<file path="config.mk">
export PLATFORM = sky130hd
export DESIGN_NAME = fcc_ctrl
export DESIGN_NICKNAME = d
export VERILOG_FILES = /design/src/rtl/fcc_pkg.sv /design/src/rtl/fcc_ctrl.sv
export SDC_FILE = /design/constraint.sdc
export NUM_CORES = 1
export LEC_CHECK = 0
export ABC_CLOCK_PERIOD_IN_PS = 900
export BUFFER_PORTS_ARGS = -buffer_cell sky130_fd_sc_hd__buf_4
export CAP_MARGIN = 15
export CORE_AREA = 8 8 45 47
export DETAILED_ROUTE_END_ITERATION = 10
export DIE_AREA = 0 0 53 55
export PLACE_DENSITY = 0.37
export SYNTH_ARGS = -nofsm -noshare
export SYNTH_HDL_FRONTEND = slang
export SYNTH_SLANG_ARGS = --single-unit
</file>
<file path="constraint.sdc">
create_clock -name clk -period 0.9 [get_ports clk]
set_clock_uncertainty 0.05 [all_clocks]
set_input_delay 0.09 -clock clk [delete_from_list [all_inputs] [get_ports clk]]
set_output_delay 0.09 -clock clk [all_outputs]
set_load 0.02 [all_outputs]
</file>
<file path="src/rtl/fcc_pkg.sv">
`timescale 1ns / 1ps

package fcc_pkg;

  localparam int DATA_W          = 8;
  localparam int ADDR_IN_W       = 16;
  localparam int TICK_W          = 24;
  localparam int CFG_W           = 24;
  localparam int CFG_IDX_W       = 2;
  localparam int SECTOR_BYTES    = 4096;
  localparam int SECTOR_W        = $clog2(SECTOR_BYTES);
  localparam int FLASH_BYTES_DEF = 131072;

  localparam logic [TICK_W-1:0] TICK_MAX = {TICK_W{1'b1}};

  localparam logic [CFG_IDX_W-1:0] CFG_CHIP_ERASE   = 2'd0;
  localparam logic [CFG_IDX_W-1:0] CFG_SECTOR_ERASE = 2'd1;
  localparam logic [CFG_IDX_W-1:0] CFG_PROGRAM      = 2'd2;
  localparam logic [CFG_IDX_W-1:0] CFG_DEVICE_CODE  = 2'd3;

  localparam logic [TICK_W-1:0] CHIP_ERASE_TICKS_RST   = 24'd1677721;
  localparam logic [TICK_W-1:0] SECTOR_ERASE_TICKS_RST = 24'd419430;
  localparam logic [TICK_W-1:0] PROGRAM_TICKS_RST      = 24'd335;
  localparam logic [DATA_W-1:0] DEVICE_CODE_RST        = 8'hD5;

  localparam logic [1:0] REQ_READ  = 2'd0;
  localparam logic [1:0] REQ_WRITE = 2'd1;
  localparam logic [1:0] REQ_TICK  = 2'd2;
  localparam logic [1:0] REQ_NONE  = 2'd3;

  localparam logic [ADDR_IN_W-1:0] ADDR_UNLOCK_A = 16'h5555;
  localparam logic [ADDR_IN_W-1:0] ADDR_UNLOCK_B = 16'h2AAA;

  localparam logic [DATA_W-1:0] CMD_UNLOCK_A     = 8'hAA;
  localparam logic [DATA_W-1:0] CMD_UNLOCK_B     = 8'h55;
  localparam logic [DATA_W-1:0] CMD_PROGRAM      = 8'hA0;
  localparam logic [DATA_W-1:0] CMD_ERASE        = 8'h80;
  localparam logic [DATA_W-1:0] CMD_SOFT_ID      = 8'h90;
  localparam logic [DATA_W-1:0] CMD_BANK         = 8'hB0;
  localparam logic [DATA_W-1:0] CMD_ID_EXIT      = 8'hF0;
  localparam logic [DATA_W-1:0] CMD_SECTOR_ERASE = 8'h30;
  localparam logic [DATA_W-1:0] CMD_CHIP_ERASE   = 8'h10;
  localparam logic [DATA_W-1:0] MFR_ID           = 8'hBF;
  localparam logic [DATA_W-1:0] STATUS_TOGGLE    = 8'h40;
  localparam logic [DATA_W-1:0] ERASED_BYTE      = 8'hFF;

  typedef enum logic [3:0] {
    M_IDLE,
    M_UNLOCK1,
    M_UNLOCK2,
    M_UNLOCK3,
    M_UNLOCK4,
    M_PROG_SETUP,
    M_ERASE_SETUP,
    M_BANK_SETUP,
    M_SOFT_ID,
    M_SECT_BUSY,
    M_CHIP_BUSY,
    M_PROG_BUSY
  } mode_t;

  typedef enum logic [1:0] {
    C_IDLE,
    C_EXEC,
    C_SWEEP,
    C_FINISH
  } ctrl_state_t;

  typedef struct packed {
    logic [1:0]           req_type;
    logic [ADDR_IN_W-1:0] address;
    logic [DATA_W-1:0]    write_data;
  } req_item_t;

  typedef struct packed {
    logic [DATA_W-1:0] read_data;
    logic              busy_res;
  } rsp_item_t;

  typedef struct packed {
    logic capture;
    logic sweep_en;
    logic commit;
    logic swept;
  } flash_cmd_t;

  typedef struct packed {
    logic need_sweep;
    logic sweep_last;
  } flash_status_t;

endpackage

</file>
<file path="src/rtl/fcc_ctrl.sv">
`timescale 1ns / 1ps

module fcc_ctrl
  import fcc_pkg::*;
(
  input  logic          clk,
  input  logic          rst,
  input  logic          req_valid,
  output logic          req_stall,
  output logic          rsp_valid,
  input  logic          rsp_stall,
  input  flash_status_t status,
  output flash_cmd_t    cmd
);

  ctrl_state_t state;
  ctrl_state_t state_next;
  logic        rsp_valid_next;
  logic        out_free;

  assign out_free = !rsp_valid || !rsp_stall;

  always_comb begin
    state_next = state;
    unique case (state)
      C_IDLE: begin
        if (req_valid) begin
          state_next = C_EXEC;
        end
      end
      C_EXEC: begin
        priority if (status.need_sweep) begin
          state_next = C_SWEEP;
        end else if (out_free) begin
          state_next = C_IDLE;
        end else begin
          state_next = C_EXEC;
        end
      end
      C_SWEEP: begin
        if (status.sweep_last) begin
          state_next = C_FINISH;
        end
      end
      C_FINISH: begin
        if (out_free) begin
          state_next = C_IDLE;
        end
      end
    endcase
  end

  always_comb begin
    req_stall    = (state != C_IDLE);
    cmd.capture  = (state == C_IDLE) && req_valid;
    cmd.sweep_en = (state == C_SWEEP);
    cmd.swept    = (state == C_FINISH);
    cmd.commit   = (((state == C_EXEC) && !status.need_sweep) || (state == C_FINISH)) &&
                   out_free;
    rsp_valid_next = cmd.commit || (rsp_valid && rsp_stall);
  end

  always_ff @(posedge clk) begin
    if (rst) begin
      state     <= C_IDLE;
      rsp_valid <= 1'b0;
    end else begin
      state     <= state_next;
      rsp_valid <= rsp_valid_next;
    end
  end

`ifndef NO_ASSERTIONS
  a_commit_free: assert property (@(posedge clk) disable iff (rst)
    cmd.commit |-> (!rsp_valid || !rsp_stall))
    else $error("commit while result register still held");

  a_sweep_holds: assert property (@(posedge clk) disable iff (rst)
    (state == C_SWEEP && !status.sweep_last) |=> (state == C_SWEEP))
    else $error("sector sweep left early");

  a_sweep_start: assert property (@(posedge clk) disable iff (rst)
    (state == C_EXEC && status.need_sweep) |=> (state == C_SWEEP && $past(!cmd.commit)))
    else $error("program into erased sector skipped the sweep");

  a_rsp_source: assert property (@(posedge clk) disable iff (rst)
    $rose(rsp_valid) |-> $past(state == C_EXEC || state == C_FINISH))
    else $error("result raised outside execute");
`endif

endmodule

</file>
# After elaboration in Yosys (flattened, before gate mapping)
# Cells that the tools add are included.
[totals]
register_bits = 3
in_bits = 6
wordCells = 27
[classes]
mux = 6
reduce_logical = 13
n_eq_ne = 6
[ops]
columns = ["cell", "count"]
rows = [
  ["2-to-1 mux 2 bit", 4],
  ["case mux 2 bit (4 select lines)", 1],
  ["== test 2 bit (second input constant)", 2],
  ["logical AND 1 bit", 4],
  ["inequality test 2 bit (second input constant)", 2],
  ["zero test 1 bit", 3],
  ["logical OR 1 bit", 3],
  ["AND reduction 3 bit", 1],
  ["== test 2 x 1 -> 1 bit (second input constant)", 1],
  ["zero test 2 bit", 1],
  ["inequality test 2 x 1 -> 1 bit (second input constant)", 1],
  ["nonzero test 2 bit", 1],
  ["2-to-1 mux 1 bit", 1],
]

# Depth between registers and ports, before layout
# Gate-level depths: netlist of the first run.
[depth]
depth_word = 5
depth_mapped = 3
mapped_depth_nobuf = 3

# Worst setup path before layout of the first run
# Ideal clock, no wire load.
[synth_timing]
path_type = "register to output"
startpoint = "reg state[0]"
endpoint = "out cmd[3] in the netlist's numbering"
t_arrival_ns = 0.996
required_ns = 0.760
path_slack_ns = -0.236
stages_incl_launch_ff = 3
path_cell_list = "dfxtp_1 or2_2 nor2_1"
[synth_lines]
columns = ["item", "line", "source"]
rows = [
  ["start, declared", "fcc_ctrl.sv:16", "ctrl_state_t state;"],
  ["start signal, assigned", "fcc_ctrl.sv:68", "state <= state_next;"],
  ["end, declared", "fcc_ctrl.sv:13", "output flash_cmd_t cmd"],
]

==> summary.txt, run 1 <==
Floorplan
  • Die H: 55 um
  • Core Region: 1380 um2
  • # IOs: 12
  • Site Rows: 14
  • Starting Density: 11.2%
  • Die X: 53 um
  • Die area: 2920 um2

Global routing
  • First-pass GRT wire length: 779 um
  • Grt ovf: 0
  • Pin count of the biggest net entering global routing: 8
  • Initial antenna violation count: 0
  • Total GRT Usage: 3.88%
  • Vias in the first global route: 196

Critical path
  • Reg2reg start: state[0]$_SDFFE_PP0P_
  • WP data required: 760 ps
  • Slowest cell on crit path: dfxtp_2
  • Cells along the critical path: or2_4 -> nor2_4 -> buf_6
  • Crit-path max FO: 4
  • CP peak stage delay: 330 ps
  • Crit path kind: register to output port
  • Crit. End Element: output port
  • CP Launch Type: register
  • Crit path DAT: 1020 ps
  • Setup crit start: state[0]$_SDFFE_PP0P_

Drt
  • Vias: 203
  • Wire length on met1: 248 um
  • # DRC: 0
  • Met2 wire len: 125 um
  • Initial detailed-routing violation count: 1
  • First drt pass iteration count: 4
  • Routed WL: 505 um
  • Vias per inst: 3.76
  • Max layer used: met4
  • Routed len/inst: 9.35 um
  • Routed Antenna Nets: 0
  • Wire length on met3: 107 um

Cells and area
  • Ratio of cells with drive above 1 in the final layout: 68.4%
  • Finished Cell Area: 355 um2
  • Fill cells: 147
  • N_diodes: 0
  • Layout area overhead: 129%
  • Core Util, Final: 25.7%
  • Final-stage net count: 45
  • Register Area: 66.3 um2
  • Multi-input gate area: 110 um2

Placed design
  • Dpl ws: -49.2 ps
  • Buffers on Ports: 11
  • Gpl congestion: 0.659
  • Placement Cell Area: 284 um2

Power and ir drop
  • Combinational fraction of design power: 24.3%
  • P_sw: 0.148 mW
  • P_int: 0.381 mW
  • Switching fraction of total power: 28.0%
  • Pwr Density: 1490 nW/um2
  • Sequential share of power: 28.5%
  • Clock network fraction of design power: 47.2%
  • IR Drop Worst-Case VDD: 426 uV
  • Leakage power: 0.161 nW

Synthesis
  • Synth warn: 0
  • Ys flop type: dfxtp_1
  • Syn Std Cell Area: 155 um2
  • Top-area cell type share of the netlist area: 38.7%
  • Post-synth EDFFs: 0
  • Post-synthesis cell type count: 14
  • Syn Inst Count: 19
  • Most common library cells after synthesis: a21oi_1 (3), dfxtp_1 (3), inv_1 (2)
  • Synthesized area per cell: 8.17 um2
  • Syn nets: 25
  • Area contributors post-synth: dfxtp_1 (39%), a21oi_1 (9.7%), a21bo_2 (6.5%)
  • Register area share after synthesis: 38.7%
  • Post-synthesis register bit count: 3
  • FFs w/ async S/R, synth: 0%
  • Cell taking the most area after synthesis: dfxtp_1

Timing
  • Slew Limit Fails: 0
  • Final hold violation count: 0
  • Final worst setup slack: -264 ps
  • Worst slew pin tran: 176 ps
  • Slew headroom: 88.2%
  • Min Clock Period, post-route: 1160 ps
  • Hold_ws: 79.5 ps
  • Final setup vio count: 6
  • Period utilisation layout: 129%
  • Fmax: 0.859 GHz
  • Unrepaired setup endpoints after global routing: true

Flow run
  • Max-Cap Viols: 0

Clocking
  • # H-tree levels: 1
  • CTS buffer count: 3
  • Clk slew on worst S/H paths: 40 ps
  • Skew-Pair Late Insertion Delay: 240 ps
  • CTS root buf: clkbuf_4
  • CTS tree: yes
  • CTS max path bufs: 2
  • Sink Count: 3

Min path
  • HP Class: input pin to register
  • Worst hold start: rst

Status
  • Status: finished with violations
  • Failing checks: negative setup slack
[worst max-delay path, delay by kind of cell, from the launching register on]
family | cells | cell delay [ps]
buf+inv | 1 | 110
simple gates | 2 | 340
flops | 1 | 330
[cells in the final DEF (no fill, tap or decap), types with 2 or more instances in the layout]
cell type and n:
a21oi_1 2, buf_4 11, buf_6 2, clkbuf_4 3
dfxtp_2 2, dlygate4sd3_1 2, inv_1 2
[stage by stage]
stage	total power, mW	TNS (ps)	std cells
4_1_cts	0.533	-1240	54
3_3_place_gp	0.263	-115	47
6_report	0.529	-1190	54
3_5_place_dp	0.263	-117	47
5_1_grt	0.559	-1430	54
2_1_floorplan	0.208	-18.7	19
[cells by family (layout without fill, tap and decap cells)]
logic type      count (synthesis)  after routing  share of synthesized area [%]
mux                             1              1                           6.45
compound gates                  6              6                           24.2
buf+inv                         2             21                           4.84
simple gates                    7              7                           25.8
flops                           3              3                           38.7
[power by group through the flow]
stage / Clock, mW / Combinational, mW / Sequential (mW)
5_1_grt: 0.267 / 0.139 / 0.153
2_1_floorplan: 0 / 0.0550 / 0.153
6_report: 0.249 / 0.129 / 0.151
3_5_place_dp: 0 / 0.112 / 0.151
4_1_cts: 0.254 / 0.129 / 0.150
3_3_place_gp: 0 / 0.111 / 0.152
[final timing paths]
| check | to | slack [ps] | depth (start not counted) |
|---|---|---|---|
| max | cmd[3] | -260 | 3 |
| min | state[0]$_SDFFE_PP0P_ | 80 | 3 |
| max reg2reg | state[0]$_SDFFE_PP0P_ | -100 | 3 |
| min reg2reg | rsp_valid$_SDFF_PP0_ | 470 | 2 |
[cell type report]
| type | count | share of cell area, % |
|---|---|---|
| Clock buffer | 4 | 7.39 |
| Tap cell | 16 | 5.63 |
| Multi-Input combinational cell | 14 | 31.0 |
| Sequential cell | 3 | 18.7 |
| Timing Repair Buffer | 15 | 35.2 |
| Inverter | 2 | 2.11 |
[layer usage]
metal | GRT usage [%] | vias to the layer above
met1 | 5.16 | 81
met4 | 5.17 | 0
met5 | 0 | -
met2 | 2.93 | 15
met3 | 2.67 | 3
li1 | - | 104
[repair_timing]
item                                    in CTS  in global routing
resized for setup                            4                  2
hold endpoints to repair                     2                  0
endpoints found under the setup margin       6                  7
hold buffers                                 2                  0
pin swaps                                    1                  0
setup buffers                                1                  0
No activity file was read; power rests on OpenSTA's default activity.
==> inputs of run 2 (changes only) <==
--- a/config.mk
+++ b/config.mk
@@ -12,6 +12,7 @@
 export DETAILED_ROUTE_END_ITERATION = 10
 export DIE_AREA = 0 0 53 55
 export PLACE_DENSITY = 0.37
+export SKIP_CTS_REPAIR_TIMING = 1
 export SYNTH_ARGS = -nofsm -noshare
 export SYNTH_HDL_FRONTEND = slang
 export SYNTH_SLANG_ARGS = --single-unit
==> run 2 against run 1 <==
Net effect:
- the flow still finishes with violations (negative setup slack)
- final cell count shrank 1.9%
- hold slack gained 6.8 ps
- largest power group unchanged
- utilization shrank 0.81 points
- clock power shrank 2%
==> summary.txt, run 2 (same netlist as run 1, synthesis figures left out) <==
Power and ir drop
  • IR Drop Worst-Case VDD: 431 uV
  • Sequential share of power: 29.1%
  • Pwr Density: 1500 nW/um2
  • Clock network fraction of design power: 47.1%
  • P_sw: 0.141 mW
  • Switching fraction of total power: 27.4%
  • P_int: 0.374 mW
  • Leakage power: 0.154 nW
  • Combinational fraction of design power: 23.8%

Timing
  • Slew Limit Fails: 0
  • Unrepaired setup endpoints after global routing: true
  • Final setup vio count: 6
  • Final worst setup slack: -267 ps
  • Min Clock Period, post-route: 1170 ps
  • Period utilisation layout: 130%
  • Worst slew pin tran: 176 ps
  • Final hold violation count: 0
  • Slew headroom: 88.2%
  • Sum of negative setup slack: -1220 ps
  • Fmax: 0.857 GHz

Critical path
  • Crit-path max FO: 7
  • Largest delay share family, worst path: flip-flops
  • Crit path DAT: 1030 ps
  • Worst path bufs/invs: 1
  • Crit. End Element: output port
  • Cells along the critical path: or2_4 -> nor2_4 -> buf_6
  • Worst R2R Setup Slack: -80 ps
  • CP Launch Type: register
  • Crit path kind: register to output port
  • WP data required: 760 ps
  • CP peak stage delay: 350 ps
  • Slowest cell on crit path: dfxtp_4

Drt
  • Max layer used: met3
  • Routed Antenna Nets: 0
  • First drt pass iteration count: 4
  • Wire length on met1: 262 um
  • Met2 wire len: 146 um
  • Initial detailed-routing violation count: 4
  • Routed len/inst: 9.70 um
  • # DRC: 0
  • Vias per inst: 3.66
  • Wire length on met3: 106 um
  • Vias: 194
  • Routed WL: 514 um

Clocking
  • CTS buffer count: 3
  • Skew-Pair Late Insertion Delay: 240 ps
  • CTS tree: yes
  • Sink Count: 3
  • # H-tree levels: 1
  • CTS root buf: clkbuf_4
  • Clk slew on worst S/H paths: 40 ps
  • CTS max path bufs: 2

Global routing
  • First-pass GRT wire length: 738 um
  • Pin count of the biggest net entering global routing: 8
  • Grt ovf: 0
  • Initial antenna violation count: 0
  • Total GRT Usage: 3.71%
  • Vias in the first global route: 180

Cells and area
  • Layout area overhead: 122%
  • N_diodes: 0
  • Ratio of cells with drive above 1 in the final layout: 64.9%
  • Finished Cell Area: 344 um2
  • Commonest cells after routing, fill and taps aside: buf_4 (11), clkbuf_4 (3)
  • Final-stage net count: 44
  • Commonest non-fill, non-tap cell in the layout: buf_4

Placed design
  • Gpl congestion: 0.659
  • Buffers on Ports: 11
  • Placement Cell Area: 284 um2

Floorplan
  • Die H: 55 um
  • # IOs: 12
  • Site Rows: 14
  • Die X: 53 um
  • Die area: 2920 um2
  • Core Region: 1380 um2
  • Starting Density: 11.2%

Status
  • Failing checks: negative setup slack
  • Status: finished with violations

Min path
  • HP Class: input pin to register

Flow run
  • Max-Cap Viols: 0
run 2: cell count changes in the layout (fill, tap and decap cells not counted):
cell,delta
dfxtp_4,+1
and2_1,+1
buf_6,-1
and2_4,-1
dfxtp_2,-1
run 2: metrics by stage:
stage	power [mW]	utilization, %	std cells	worst slack (ps)	hold slack, ps
after floorplan	0.208	-	19	-10.2	99.4
after global placement	0.263	20.5	47	-56.6	220
after detailed placement	0.263	20.5	47	-49.2	224
after CTS	0.515	22.4	51	-292	-31.3
after global routing	0.551	24.9	53	-319	84.1
final	0.515	24.9	53	-267	86.3
run 2: power groups by stage:
stage	registers [mW]	logic (mW)	clock network, mW
floorplan	0.153	0.0550	0
global placement	0.152	0.111	0
detailed placement	0.151	0.112	0
CTS	0.149	0.112	0.254
global route	0.152	0.132	0.267
finish	0.150	0.123	0.243
run 2: worst paths after layout:
check / from / end / cells after the start
worst min register to register: rsp_valid$_SDFF_PP0_ / rsp_valid$_SDFF_PP0_ / 2
worst min-delay path: rst / state[0]$_SDFFE_PP0P_ / 3
worst max register to register: register / state[0]$_SDFFE_PP0P_ / 3
worst max-delay path: register / cmd[3] / 3
run 2: final cells by class:
class,count,area [um2]
Fill cell,152,1040
Clock buffer,4,26.3
Sequential cell,3,68.8
Tap cell,16,20.0
Multi-Input combinational cell,14,108
Inverter,2,7.51
Timing Repair Buffer,14,114
run 2: worst min-delay path, cell delays in order:
cell and delay (ps):
buf_4 90, or3_1 90, o31ai_1 50
run 2: routing by layer:
metal,up-vias,GRT usage [%]
met5,-,0
met4,0,5.17
met3,0,2.67
met2,12,2.54
met1,82,5.01
li1,100,-
==> inputs of run 3 (changes only) <==
--- a/config.mk
+++ b/config.mk
@@ -16,3 +16,4 @@
 export SYNTH_ARGS = -nofsm -noshare
 export SYNTH_HDL_FRONTEND = slang
 export SYNTH_SLANG_ARGS = --single-unit
+export TNS_END_PERCENT = 10
==> run 3 against run 2 <==
Net effect:
- fmax about the same
- design area up 1.8%
- the run still ends with negative setup slack left
- highest routed layer unchanged
- via count is 2.1% higher
==> summary.txt, run 3 (same netlist as run 1, synthesis figures left out) <==
Timing
  • Slew Limit Fails: 0
  • Final worst setup slack: -267 ps
  • Worst slew pin tran: 190 ps
  • Period utilisation layout: 130%
  • Slew headroom: 87.3%
  • Unrepaired setup endpoints after global routing: true
  • Final setup vio count: 6
  • Sum of negative setup slack: -1220 ps
  • Hold_ws: 87.3 ps
  • Min Clock Period, post-route: 1170 ps
  • Fmax: 0.857 GHz
  • Final hold violation count: 0

Critical path
  • Slowest cell on crit path: dfxtp_2
  • Crit path DAT: 1030 ps
  • Crit. End Element: output port
  • CP Launch Type: register
  • Worst reg2reg path depth: 3
  • Crit-path max FO: 5
  • Cells along the critical path: or2_4 -> nor2_4 -> buf_6
  • WP data required: 760 ps
  • Crit path kind: register to output port
  • CP peak stage delay: 330 ps

Min path
  • HP Class: input pin to register
  • Hold Crit Depth: 3

Cells and area
  • Finished Cell Area: 350 um2
  • Ratio of cells with drive above 1 in the final layout: 67.6%
  • Layout area overhead: 126%
  • Fill cells: 165
  • Commonest non-fill, non-tap cell in the layout: buf_4
  • Commonest cells after routing, fill and taps aside: buf_4 (10), dfxtp_2 (3), clkbuf_4 (3)
  • Final-stage net count: 44
  • N_diodes: 0
  • Core Util, Final: 25.3%

Status
  • Failing checks: negative setup slack
  • Status: finished with violations

Power and ir drop
  • IR Drop Worst-Case VDD: 502 uV
  • Pwr Density: 1500 nW/um2
  • Leakage power: 0.155 nW

Drt
  • Max layer used: met3
  • Routed Antenna Nets: 0
  • Met2 wire len: 172 um
  • Vias per inst: 3.74
  • Vias: 198
  • Wire length on met1: 281 um
  • Wire length on met3: 110 um
  • # DRC: 0
  • Initial detailed-routing violation count: 4
  • Routed WL: 564 um
  • Routed len/inst: 10.6 um
  • First drt pass iteration count: 2

Floorplan
  • # IOs: 12
  • Site Rows: 14
  • Die H: 55 um
  • Die area: 2920 um2
  • Core Region: 1380 um2
  • Starting Density: 11.2%
  • Die X: 53 um

Flow run
  • Max-Cap Viols: 0

Clocking
  • CTS buffer count: 3
  • Skew-Pair Late Insertion Delay: 230 ps
  • CTS tree: yes
  • CTS root buf: clkbuf_4
  • # H-tree levels: 1
  • Clk slew on worst S/H paths: 40 ps
  • Sink Count: 3
  • CTS max path bufs: 2

Global routing
  • Initial antenna violation count: 0
  • Total GRT Usage: 3.93%
  • Pin count of the biggest net entering global routing: 8
  • Grt ovf: 0
  • Vias in the first global route: 179
  • First-pass GRT wire length: 738 um

Placed design
  • Placement Cell Area: 282 um2
  • Gpl congestion: 0.656
  • DP HPWL: 387 um
  • Dpl ws: -50.7 ps
  • Buffers on Ports: 11
==> run 3: cell counts in the layout (fill, tap and decap cells not counted) <==
No cell type changed its count.
==> run 3: layout make-up <==
| class | instances | area, um2 | area share (%) |
|---|---|---|---|
| clock buffers | 4 | 26.3 | 7.50 |
| inverters | 2 | 7.51 | 2.14 |
| multi-input cells | 14 | 115 | 32.9 |
| flip-flops and latches | 3 | 63.8 | 18.2 |
| well taps | 16 | 20.0 | 5.71 |
| repair buffers | 14 | 118 | 33.6 |
==> run 3: final timing paths <==
check	start	endpoint	slack, ps
max reg2reg	register	state[0]$_SDFFE_PP0P_	-80
max	state[0]$_SDFFE_PP0P_	cmd[3]	-270
min	rst	state[0]$_SDFFE_PP0P_	90
min reg2reg	rsp_valid$_SDFF_PP0_	rsp_valid$_SDFF_PP0_	480
==> run 3: critical path: cells and delay by family, from the launching register on <==
kind | cells | cell delay [ps]
buffers and inverters | 1 | 120
flip-flops | 1 | 330
AND/OR/NAND/NOR | 2 | 340
==> run 3: power by group <==
group | switching, mW | internal (mW) | total, mW
Combinational | 0.0573 | 0.0715 | 0.129
Sequential | 0.0113 | 0.143 | 0.154
Clock | 0.0759 | 0.167 | 0.242
==> run 3: routing by layer <==
metal  GRT usage (%)  vias to the layer above
met5               0                        -
met1            4.86                       85
met2            2.73                       12
li1                -                      101
met3            3.74                        0
met4            5.17                        0
==> run 3: through the flow <==
step	instances	total power, mW
finish	53	0.526
CTS	51	0.522
detailed placement	47	0.266
floorplan	19	0.210
global placement	47	0.265
global route	53	0.556
